==> config.mk <==
export PLATFORM = sky130hd
export DESIGN_NAME = bounded_set_insert_remove_lookup_core
export DESIGN_NICKNAME = d
export VERILOG_FILES = /design/src/sv/bset_pkg.sv /design/src/sv/bset_cell.sv /design/src/sv/bounded_set_insert_remove_lookup_core.sv
export SDC_FILE = /design/constraint.sdc
export NUM_CORES = 1
export LEC_CHECK = 0
export BUFFER_PORTS_ARGS = -buffer_cell sky130_fd_sc_hd__buf_4
export CAP_MARGIN = 25
export CORE_ASPECT_RATIO = 0.7
export CORE_MARGIN = 2
export CORE_UTILIZATION = 31
export CTS_CLUSTER_DIAMETER = 100
export DETAILED_ROUTE_END_ITERATION = 8
export PLACE_DENSITY = 0.57
export SETUP_SLACK_MARGIN = 0.1
export SLEW_MARGIN = 20
export SYNTH_ARGS = -nofsm -noshare
export SYNTH_HDL_FRONTEND = slang
export SYNTH_SLANG_ARGS = --single-unit
==> constraint.sdc <==
create_clock -name clk -period 8.3 [get_ports clk]
set_clock_uncertainty 0.15 [all_clocks]
set_input_delay 1.66 -clock clk [delete_from_list [all_inputs] [get_ports clk]]
set_output_delay 1.66 -clock clk [all_outputs]
set_load 0.03 [all_outputs]
==> src/sv/bset_pkg.sv <==
// Shared types and codes for the bounded set core.
// Used by bset_cell and bounded_set_insert_remove_lookup_core; no dependencies.
`default_nettype none

package bset_pkg;

  localparam int MODE_BITS  = 2;
  localparam int COUNT_BITS = 5;

  typedef enum logic [MODE_BITS-1:0] {
    MODE_INSERT = 2'd0,
    MODE_REMOVE = 2'd1,
    MODE_LOOKUP = 2'd2
  } mode_t;

  typedef enum logic [1:0] {
    ST_IDLE,
    ST_WALK,
    ST_COMMIT
  } state_t;

  // Control part of the query token that walks along the cell row.
  typedef struct packed {
    logic                 valid;
    logic [MODE_BITS-1:0] mode;
    logic                 hit;
    logic                 free_found;
  } tok_ctl_t;

endpackage

`default_nettype wire

==> src/sv/bset_cell.sv <==
// One storage cell of the set: holds one value and its valid bit, checks the
// passing query token against them and hands the token on. Uses bset_pkg.
`default_nettype none

module bset_cell #(
  parameter int VALUE_BITS = 32,
  parameter int IDX_W      = 4,
  parameter int CELL_INDEX = 0
) (
  input  wire logic                    clk,
  input  wire logic                    rst,
  input  wire bset_pkg::tok_ctl_t      ctl_in,
  input  wire logic [VALUE_BITS-1:0]   value_in,
  input  wire logic [IDX_W-1:0]        idx_in,
  output bset_pkg::tok_ctl_t           ctl_out,
  output logic      [VALUE_BITS-1:0]   value_out,
  output logic      [IDX_W-1:0]        idx_out,
  input  wire logic                    wr_en,
  input  wire logic [IDX_W-1:0]        wr_idx,
  input  wire logic [VALUE_BITS-1:0]   wr_value
);
  import bset_pkg::*;

  localparam logic [IDX_W-1:0] MY_IDX = IDX_W'(CELL_INDEX);

  logic [VALUE_BITS-1:0] value;
  logic                  valid;
  logic                  match;
  logic                  wr_here;

  assign match   = valid && (value == value_in);
  assign wr_here = wr_en && (wr_idx == MY_IDX);

  always_ff @(posedge clk) begin
    if (rst) begin
      valid <= 1'b0;
    end else if (wr_here) begin
      valid <= 1'b1;
    end else if (ctl_in.valid && ctl_in.mode == MODE_REMOVE && match) begin
      // Values are distinct, so at most one cell clears here.
      valid <= 1'b0;
    end
  end

  always_ff @(posedge clk) begin
    if (wr_here) begin
      value <= wr_value;
    end
  end

  // The first free cell seen along the row is the one an insert will take.
  always_ff @(posedge clk) begin
    if (rst) begin
      ctl_out.valid <= 1'b0;
    end else begin
      ctl_out.valid <= ctl_in.valid;
    end
    ctl_out.mode       <= ctl_in.mode;
    ctl_out.hit        <= ctl_in.hit | match;
    ctl_out.free_found <= ctl_in.free_found | ~valid;
    value_out          <= value_in;
    idx_out            <= ctl_in.free_found ? idx_in : MY_IDX;
  end

endmodule

`default_nettype wire

==> src/sv/bounded_set_insert_remove_lookup_core.sv <==
// Top level of the bounded set: a row of bset_cell instances walked by one
// query token, plus the sequencer that commits inserts and counts. Uses bset_pkg.
//
//   channel | signals                                   | direction
//   input   | in_valid, in_ready, mode, item_value      | into the core
//   output  | out_valid, out_ready, op_ok, member_count, | out of the core
//           | set_empty, full_reject                    |
//
// An accepted operation walks the row one cell per cycle; the token leaving the
// last cell is captured in the finish register, and the result is registered at
// commit. No new operation is taken while one walks the row.
// A new operation is taken as soon as the previous one has committed, even while
// its result still waits in the output register. A stalled output holds the
// next commit only. Reset clears all valid bits and the count at once.
`default_nettype none

module bounded_set_insert_remove_lookup_core #(
  parameter int CAPACITY   = 16,
  parameter int VALUE_BITS = 32
) (
  input  wire logic                               clk,
  input  wire logic                               rst,
  input  wire logic                               in_valid,
  output logic                                    in_ready,
  input  wire logic [bset_pkg::MODE_BITS-1:0]     mode,
  input  wire logic [31:0]                        item_value,
  output logic                                    out_valid,
  input  wire logic                               out_ready,
  output logic                                    op_ok,
  output logic      [bset_pkg::COUNT_BITS-1:0]    member_count,
  output logic                                    set_empty,
  output logic                                    full_reject
);
  import bset_pkg::*;

  localparam int IDX_W = (CAPACITY > 1) ? $clog2(CAPACITY) : 1;
  localparam int CNT_W = $clog2(CAPACITY + 1);

  state_t state, state_next;

  tok_ctl_t              ctl_chain   [0:CAPACITY];
  logic [VALUE_BITS-1:0] value_chain [0:CAPACITY];
  logic [IDX_W-1:0]      idx_chain   [0:CAPACITY];
  logic [CAPACITY-1:0]   tok_live;

  tok_ctl_t              fin;
  logic [VALUE_BITS-1:0] fin_value;
  logic [IDX_W-1:0]      fin_idx;

  logic [CNT_W-1:0]      count;
  logic [CNT_W-1:0]      count_next;
  logic [31:0]           count_wide;
  logic [63:0]           value_wide;
  logic                  commit;
  logic                  res_ok;
  logic                  res_reject;
  logic                  wr_en;

  // Only the low VALUE_BITS bits of the input value take part.
  assign value_wide = 64'(item_value);

  always_comb begin
    ctl_chain[0].valid      = in_valid && in_ready;
    ctl_chain[0].mode       = mode;
    ctl_chain[0].hit        = 1'b0;
    ctl_chain[0].free_found = 1'b0;
    value_chain[0]          = value_wide[VALUE_BITS-1:0];
    idx_chain[0]            = '0;
  end

  for (genvar i = 0; i < CAPACITY; i++) begin : g_cell
    bset_cell #(
      .VALUE_BITS (VALUE_BITS),
      .IDX_W      (IDX_W),
      .CELL_INDEX (i)
    ) u_cell (
      .clk       (clk),
      .rst       (rst),
      .ctl_in    (ctl_chain[i]),
      .value_in  (value_chain[i]),
      .idx_in    (idx_chain[i]),
      .ctl_out   (ctl_chain[i+1]),
      .value_out (value_chain[i+1]),
      .idx_out   (idx_chain[i+1]),
      .wr_en     (wr_en),
      .wr_idx    (fin_idx),
      .wr_value  (fin_value)
    );
    assign tok_live[i] = ctl_chain[i+1].valid;
  end

  // Result of the finished walk.
  always_comb begin
    res_ok     = 1'b0;
    res_reject = 1'b0;
    count_next = count;
    case (fin.mode)
      MODE_INSERT: begin
        if (!fin.hit) begin
          if (fin.free_found) begin
            res_ok     = 1'b1;
            count_next = count + CNT_W'(1);
          end else begin
            res_reject = 1'b1;
          end
        end
      end
      MODE_REMOVE: begin
        if (fin.hit) begin
          res_ok     = 1'b1;
          count_next = count - CNT_W'(1);
        end
      end
      MODE_LOOKUP: begin
        res_ok = fin.hit;
      end
      default: begin
        res_ok = 1'b0;
      end
    endcase
  end

  assign count_wide = 32'(count_next);

  // Next state.
  always_comb begin
    state_next = state;
    case (state)
      ST_IDLE: begin
        if (in_valid) state_next = ST_WALK;
      end
      ST_WALK: begin
        if (ctl_chain[CAPACITY].valid) state_next = ST_COMMIT;
      end
      ST_COMMIT: begin
        if (!out_valid || out_ready) state_next = ST_IDLE;
      end
      default: begin
        state_next = ST_IDLE;
      end
    endcase
  end

  // Control outputs.
  always_comb begin
    in_ready = 1'b0;
    commit   = 1'b0;
    case (state)
      ST_IDLE:   in_ready = 1'b1;
      ST_WALK:   in_ready = 1'b0;
      ST_COMMIT: commit   = !out_valid || out_ready;
      default:   in_ready = 1'b0;
    endcase
  end

  assign wr_en = commit && fin.mode == MODE_INSERT && !fin.hit && fin.free_found;

  always_ff @(posedge clk) begin
    if (rst) begin
      state <= ST_IDLE;
    end else begin
      state <= state_next;
    end
  end

  always_ff @(posedge clk) begin
    if (state == ST_WALK && ctl_chain[CAPACITY].valid) begin
      fin       <= ctl_chain[CAPACITY];
      fin_value <= value_chain[CAPACITY];
      fin_idx   <= idx_chain[CAPACITY];
    end
  end

  always_ff @(posedge clk) begin
    if (rst) begin
      count <= '0;
    end else if (commit) begin
      count <= count_next;
    end
  end

  always_ff @(posedge clk) begin
    if (rst) begin
      out_valid <= 1'b0;
    end else if (commit) begin
      out_valid <= 1'b1;
    end else if (out_ready) begin
      out_valid <= 1'b0;
    end
  end

  always_ff @(posedge clk) begin
    if (commit) begin
      op_ok        <= res_ok;
      full_reject  <= res_reject;
      member_count <= count_wide[COUNT_BITS-1:0];
      set_empty    <= (count_next == '0);
    end
  end

  // Only one query is ever in flight along the row.
  a_one_token: assert property (@(posedge clk) disable iff (rst)
    $onehot0(tok_live))
    else $error("more than one query token in the cell row");

  a_count_bound: assert property (@(posedge clk) disable iff (rst)
    count <= CNT_W'(CAPACITY))
    else $error("held count exceeds capacity");

  a_tail_in_walk: assert property (@(posedge clk) disable iff (rst)
    ctl_chain[CAPACITY].valid |-> state == ST_WALK)
    else $error("query token left the row outside the walk state");

  a_accept_walks: assert property (@(posedge clk) disable iff (rst)
    in_valid && in_ready |=> state == ST_WALK && ctl_chain[1].valid)
    else $error("accepted operation did not enter the row");

  a_ok_reject: assert property (@(posedge clk) disable iff (rst)
    out_valid |-> !(op_ok && full_reject))
    else $error("result both succeeded and was rejected");

endmodule

`default_nettype wire
==> out/qor.log, run 1 <==
INFO  critical_path  regToRegEndpoint=g_cell[14].u_cell.value[1]
INFO  critical_path  critPathMaxStageDelay=0.86ns
INFO  sta            grt_setup_unrepaired=false
INFO  logic_synthesis postSynth.asyncResetShare=0
INFO  run            cap_violations=0
INFO  critical_path  reg2reg_depth=8
INFO  placed_design  numPortBuffers=47
INFO  critical_path  critical_path.cell_chain=buf_4, nor2b_1, or4_1, nor2_2, nand3_1, inv_1, buf_8
INFO  die            design.core.area=0.120mm^2
INFO  global_route   grt_max_degree=42
INFO  logic_synthesis synth_nets=2243
INFO  critical_path  kind_of_end_point_of_the_critical_path=register
INFO  sta            tightest_slew=1.14ns
INFO  route          drt_pass1_iterations=6
INFO  placed_design  pre_cts_ws=3.94ns
INFO  hold_path      timing.hold.worst.class=register to register
INFO  route          wirelength=88.4mm
INFO  critical_path  regToRegStartpoint=fin[2]
INFO  clocking       cts-hold-fix-buffers=0
INFO  logic_synthesis synth_enable_flop_cells=560
INFO  route          routed_wire_length_per_instance=21.6um
INFO  critical_path  regToRegSetupSlack=4.92ns
INFO  logic_synthesis synth-seq-cells=1225
INFO  placed_design  post-place-cells=3901
INFO  die            rows=106
INFO  sta            timing.final.max_slew_violations=0
INFO  die            die_width=419um
INFO  clocking       cts.clk_slew.worst_paths=0.07ns
INFO  logic_synthesis synthTopCellsByCount=665 x sky130_fd_sc_hd__dfxtp_1, 560 x sky130_fd_sc_hd__edfxtp_1, 402 x sky130_fd_sc_hd__xor2_1
INFO  hold_path      holdCritStartpoint=g_cell[6].u_cell.ctl_out[2]
INFO  finish         finalNetCount=2429
INFO  sta            final_min_period_over_clock_period=0.442
INFO  logic_synthesis yosysTopAreaCellShare=0.449
INFO  logic_synthesis synth_cells=2200
INFO  global_route   antenna_found_initial=17
INFO  global_route   number_of_global_route_vias_before_repair=17818
INFO  logic_synthesis synth.yosys.seq_area_share=0.804
INFO  route          number_of_nets_with_antenna_violations_after_routing=0
INFO  finish         design_area=0.0437mm^2
INFO  logic_synthesis mappedNetlistArea=0.0375mm^2
INFO  critical_path  path_max_fanout=22
INFO  logic_synthesis yosys_warnings=0
INFO  placed_design  dp_wirelength=61.4mm
INFO  sta            worst_slack=4.63ns
INFO  logic_synthesis synthTopCellsByArea=sky130_fd_sc_hd__edfxtp_1 45%, sky130_fd_sc_hd__dfxtp_1 36%, sky130_fd_sc_hd__xor2_1 9.4%, sky130_fd_sc_hd__xnor2_1 2.4%, sky130_fd_sc_hd__nor4_1 1.8%
INFO  route          vias=18043
INFO  clocking       cts_buffers=100
INFO  logic_synthesis yosysMostFrequentCell=sky130_fd_sc_hd__dfxtp_1
INFO  die            overall_die_area=0.124mm^2
INFO  critical_path  cpMaxStageDelayCell=sky130_fd_sc_hd__or4_1
INFO  logic_synthesis netlist.top_cell.by_area=sky130_fd_sc_hd__edfxtp_1
INFO  power_and_ir_drop power_density=264mW/mm^2
INFO  power_and_ir_drop p_leak=15.7nW
INFO  clocking       post_cts.resized_instances=0
INFO  critical_path  start_kind=input port
INFO  clocking       cts_sinks=1225
INFO  die            pin_count=48
INFO  die            floorplan.initialDensity=0.313
INFO  clocking       cts.htree.levels=3
INFO  global_route   grt_first_pass_wirelength=126mm
INFO  global_route   global_route.overflow_total=0
INFO  finish         area_growth=16.6%
INFO  clocking       root_buffer=sky130_fd_sc_hd__clkbuf_16
INFO  clocking       cts_tree=done
INFO  clocking       clk_latency=0.69ns
INFO  logic_synthesis yosys_most_used_dff=sky130_fd_sc_hd__dfxtp_1
INFO  finish         fin_cells=4096
INFO  critical_path  timing.critical_path.arrival=3.89ns
INFO  sta            finalCriticalPeriod=3.67ns
INFO  sta            setup_violations=0
INFO  sta            tns=0ns
INFO  sta            timing.fmax=273MHz
INFO  global_route   global_route.usage.total=0.142
INFO  logic_synthesis mean_area_per_synthesized_cell=17.0um^2
INFO  route          drc_errors=0
INFO  logic_synthesis synth_cell_type_count=65
INFO  clocking       postCtsSetupRepairBufs=0
INFO  critical_path  path_class=input port to register
INFO  hold_path      min_delay_worst_endpoint=g_cell[7].u_cell.ctl_out[2]
INFO  sta            hold_viol=0
INFO  sta            maxSlewHeadroom=0.235
INFO  critical_path  critPathRequiredTime=8.52ns
INFO  placed_design  gp_congestion=0.809
INFO  finish         drive_above_1_share=0.110
INFO  power_and_ir_drop vdd.ir_drop.worst=0.181mV
INFO  route          routed_via_density=4.41
INFO  clocking       clockBufferDepth=3
INFO  hold_path      min_delay_path_depth=0
INFO  die            fp.dieH=295um
INFO  placed_design  placement_stage_cell_area=0.0403mm^2
INFO  route          drt_iter0_drc=2162
INFO  outcome        run_status=complete, no violations
-- worst max path at each step --
stage	from	to	slack (ns)	depth (start not counted)
2_1_floorplan	out_ready	g_cell[2].u_cell.value[0]	2.83	5
3_3_place_gp	out_ready	g_cell[14].u_cell.value[22]	3.68	6
3_5_place_dp	out_ready	g_cell[14].u_cell.value[24]	3.94	7
4_1_cts	out_ready	g_cell[14].u_cell.value[1]	4.69	7
5_1_grt	out_ready	g_cell[14].u_cell.value[1]	4.53	7
6_report	out_ready	g_cell[14].u_cell.value[1]	4.63	7
-- layout by cell type (no fill, tap or decap), drive strengths merged, types with 3 or more instances in the layout --
cell	instances
inv	29
a211oi	13
o41ai	4
dfxtp	665
xor2	402
buf	95
a21oi	17
bufinv	10
a21o	12
o21ai	4
clkinvlp	3
nor4	108
nor2b	20
clkbuf	141
nor2	32
edfxtp	560
nand3b	4
and3	3
xnor2	102
nor3	23
nand2	31
and2	17
ha	5
nand3	7
o211ai	3
nand2b	49
clkinv	31
nand4	46
nor4b	3
-- layer usage --
metal	part of all wire	wire, um	track usage
met1	0.48	42400	0.220
met4	0.017	1490	0.0335
met5	0	0	0
met2	0.42	36800	0.201
met3	0.086	7640	0.0304
-- cell type report --
type | count | area [um^2]
antenna | 2 | 5.00
clock buffer | 141 | 2850
tap | 1620 | 2030
clock inverter | 49 | 527
timing repair buffer | 95 | 791
multi-input combinational | 940 | 7260
inverter | 24 | 90.1
sequential | 1225 | 30100
fill | 11155 | 75900
-- logic make-up (layout without fill, tap and decap cells) --
| group | Yosys count | count (layout) | synth area share |
|---|---|---|---|
| flip-flops | 1225 | 1225 | 0.804 |
| AND/OR/NAND/NOR | 354 | 354 | 0.0570 |
| multiplexers | 1 | 1 | 0.000301 |
| adder cells (fa/ha/maj) | 5 | 5 | 0.00167 |
| other | 0 | 2 | 0 |
| buffers and inverters | 35 | 309 | 0.00374 |
| AO/OA/AOI/OAI | 76 | 76 | 0.0152 |
| XOR/XNOR | 504 | 504 | 0.118 |
-- stage by stage --
step                      power, mW  hold WS (ns)   util
after floorplan                6.69         0.172      -
after global placement         6.81         0.184  0.336
after detailed placement       6.81         0.181  0.336
after CTS                      11.6         0.190  0.365
after global routing           11.9         0.199  0.365
final                          11.5         0.184  0.365
-- power by group --
group	internal [mW]	switching, mW	total (mW)
clock	2.72	2.13	4.85
combinational	0.0776	0.0685	0.146
sequential	6.40	0.131	6.53
total	9.20	2.33	11.5
-- sequential cells by signal (all words and copies together), names as in the netlist --
| register | flops |
|---|---|
| state | 2 |
| fin | 4 |
| member_count | 5 |
| g_cell.u_cell.value_out | 512 |
| full_reject | 1 |
| fin_value | 32 |
| set_empty | 1 |
| g_cell.u_cell.valid | 16 |
| op_ok | 1 |
| fin_idx | 4 |
| g_cell.u_cell.ctl_out | 80 |
| g_cell.u_cell.value | 512 |
| out_valid | 1 |
| g_cell.u_cell.idx_out | 49 |
| count | 5 |
-- worst max-delay path, delay by kind of cell --
family	cells	cell delay (ns)
simple gates	4	1.43
buf+inv	3	0.77
Power figures use the tool's default switching activity.
==> run 2, diff against run 1 <==
- PLACE_DENSITY: 0.57 -> 0.59
- clock period: 8.3 -> 3.15 ns (I/O delays scaled with it)
==> out/qor.log, run 2 (synthesis gave the netlist of run 1 again) <==
INFO  placed_design  placement_stage_cell_area=0.0405mm^2 [was 0.0403 mm^2]
INFO  sta            hold_viol=0 [unchanged]
INFO  clocking       cts_buffers=100 [unchanged]
INFO  sta            timing.final.max_slew_violations=0 [unchanged]
INFO  finish         finalCoreUtilization=0.371 [was 0.365]
INFO  sta            tns=0ns [unchanged]
INFO  die            die_width=419um [unchanged]
INFO  die            fp.dieH=295um [unchanged]
INFO  run            cap_violations=0 [unchanged]
INFO  route          number_of_nets_with_antenna_violations_after_routing=0 [unchanged]
INFO  sta            finalCriticalPeriod=2.74ns
INFO  finish         biggestRegsByFlops=g_cell.u_cell.value: 512 flops, g_cell.u_cell.value_out: 512 flops, g_cell.u_cell.ctl_out: 80 flops [unchanged]
INFO  sta            setup_violations=0 [unchanged]
INFO  clocking       cts_tree=done [unchanged]
INFO  finish         drive_above_1_share=0.119 [was 0.110]
INFO  sta            tightest_slew=1.14ns [about the same]
INFO  global_route   global_route.usage.total=0.141 [was 0.142]
INFO  die            floorplan.initialDensity=0.313 [unchanged]
INFO  critical_path  path_class=register to register [was input port to register]
INFO  power_and_ir_drop vdd.ir_drop.worst=0.434mV [was 0.181 mV]
INFO  critical_path  start_kind=register [was input port]
INFO  critical_path  timing.critical_path.arrival=2.98ns [was 3.89 ns]
INFO  outcome        run_status=complete, no violations [unchanged]
INFO  placed_design  numPortBuffers=47 [unchanged]
INFO  global_route   grt_first_pass_wirelength=124mm [was 126 mm]
INFO  clocking       cts.htree.levels=3 [unchanged]
INFO  critical_path  critical_path.cell_chain=inv_2, ha_4, nand3b_4, or4b_4, or2_1, nor3_4, buf_12 [was buf_4, nor2b_1, or4_1, nor2_2, nand3_1, inv_1, buf_8]
INFO  clocking       post_cts.resized_instances=0 [unchanged]
INFO  finish         design_area=0.0444mm^2 [was 0.0437 mm^2]
INFO  critical_path  cpMaxStageDelayCell=sky130_fd_sc_hd__or4b_4 [was sky130_fd_sc_hd__or4_1]
INFO  placed_design  gp_congestion=0.782 [was 0.809]
INFO  route          wirelength=87.3mm [was 88.4 mm]
INFO  route          routed_wire_length_per_instance=21.1um [was 21.6 um]
INFO  global_route   gr-usage-met1=0.223 [was 0.220]
INFO  critical_path  kind_of_end_point_of_the_critical_path=register [unchanged]
INFO  sta            grt_setup_unrepaired=false [unchanged]
INFO  critical_path  critPathRequiredTime=3.39ns [was 8.52 ns]
INFO  sta            timing.fmax=365MHz
INFO  finish         most-common-layout-cells=665 x sky130_fd_sc_hd__dfxtp_1, 560 x sky130_fd_sc_hd__edfxtp_1, 402 x sky130_fd_sc_hd__xor2_1 [unchanged]
INFO  sta            final_min_period_over_clock_period=0.869
INFO  critical_path  critPathMaxStageDelay=0.66ns [was 0.86 ns]
INFO  global_route   grt.met3_usage=0.0345 [was 0.0304]
INFO  power_and_ir_drop p_leak=16.0nW [was 15.7 nW]
INFO  die            rows=106 [unchanged]
INFO  finish         area_growth=18.5% [was 16.6%]
INFO  power_and_ir_drop power_density=692mW/mm^2 [was 264 mW/mm^2]
INFO  global_route   gr_layer_usage_met2=0.192 [was 0.201]
INFO  global_route   grt_max_degree=42 [unchanged]
INFO  die            overall_die_area=0.124mm^2 [unchanged]
INFO  route          routed_via_density=4.31 [was 4.41]
INFO  global_route   gr-max-usage-layer=met1 [unchanged]
INFO  route          vias=17823 [was 18043]
INFO  finish         finalNetCount=2469 [was 2429]
INFO  hold_path      timing.hold.worst.class=input port to register [was register to register]
INFO  clocking       cts_sinks=1225 [unchanged]
INFO  critical_path  path_max_fanout=32 [was 22]
INFO  clocking       root_buffer=sky130_fd_sc_hd__clkbuf_16 [unchanged]
INFO  global_route   antenna_found_initial=15 [was 17]
INFO  route          drt_iter0_drc=2129 [was 2162]
INFO  placed_design  dp_wirelength=60.2mm [was 61.4 mm]
INFO  sta            maxSlewHeadroom=0.239 [was 0.235]
INFO  clocking       clk_latency=0.72ns [was 0.69 ns]
INFO  die            pin_count=48 [unchanged]
INFO  route          drc_errors=0 [unchanged]
INFO  finish         final_common_cell=sky130_fd_sc_hd__dfxtp_1 [unchanged]
INFO  route          drt_pass1_iterations=5 [was 6]
INFO  global_route   global_route.overflow_total=0 [unchanged]
INFO  die            design.core.area=0.120mm^2 [unchanged]
INFO  clocking       cts.clk_slew.worst_paths=0.07ns [about the same]
INFO  global_route   number_of_global_route_vias_before_repair=17261 [was 17818]
INFO  clocking       clockBufferDepth=3 [unchanged]
## run 2: path summary, 6_finish.rpt
| path | from | slack, ns | cells past startpoint | to |
|---|---|---|---|---|
| max | fin[2] | 0.41 | 7 | g_cell[3].u_cell.value[30] |
| min | out_ready | 0.09 | 3 | out_valid |
| max reg2reg | fin[2] | 0.41 | 7 | g_cell[3].u_cell.value[30] |
| min reg2reg | g_cell[7].u_cell.ctl_out[2] | 0.19 | 0 | g_cell[8].u_cell.ctl_out[2] |
## run 2: repair_timing
| action | 4_1_cts | 5_1_grt |
|---|---|---|
| hold buffers | 34 | 0 |
| buffers inserted | 0 | 0 |
| hold endpoints to repair | 34 | 0 |
| setup endpoints to repair | 0 | 0 |
## run 2: stage by stage
step / setup slack, ns / std cells / total power, mW / hold WS [ns]
floorplan: -0.0940 / 2200 / 17.6 / 0.172
global placement: 0.355 / 3909 / 17.9 / 0.183
detailed placement: 0.355 / 3910 / 17.9 / 0.184
CTS: 0.398 / 4134 / 31.0 / 0.0424
global route: 0.298 / 4134 / 31.7 / 0.0579
finish: 0.413 / 4135 / 30.7 / 0.0879
## run 2: worst max-delay path, delay by kind of cell (launching register included)
family	cells	cell delay, ns
adder cells (fa/ha/maj)	1	0.17
buffers and inverters	2	0.32
flip-flops	1	0.43
AND/OR/NAND/NOR	4	1.32
## run 2: report_power, final
part           leakage [nW]  internal, mW  total, mW  switching, mW
Clock                  1.74          7.22       13.1           5.88
Sequential             10.6          16.9       17.2          0.339
Combinational          3.63         0.233      0.428          0.195
## run 2: metal layers
layer	vias to the layer above	routed length, um
li1	8233	-
met1	8825	43000
met2	645	35200
met3	120	7630
met4	0	1400
met5	-	0
## run 2: final cells by class
class | instances | area, um^2
Fill cell | 11184 | 75200
Sequential cell | 1225 | 30100
Clock inverter | 47 | 536
Inverter | 24 | 90.1
Clock buffer | 143 | 2980
Timing Repair Buffer | 135 | 1310
Multi-Input combinational cell | 940 | 7310
Tap cell | 1620 | 2030
Antenna cell | 1 | 2.50
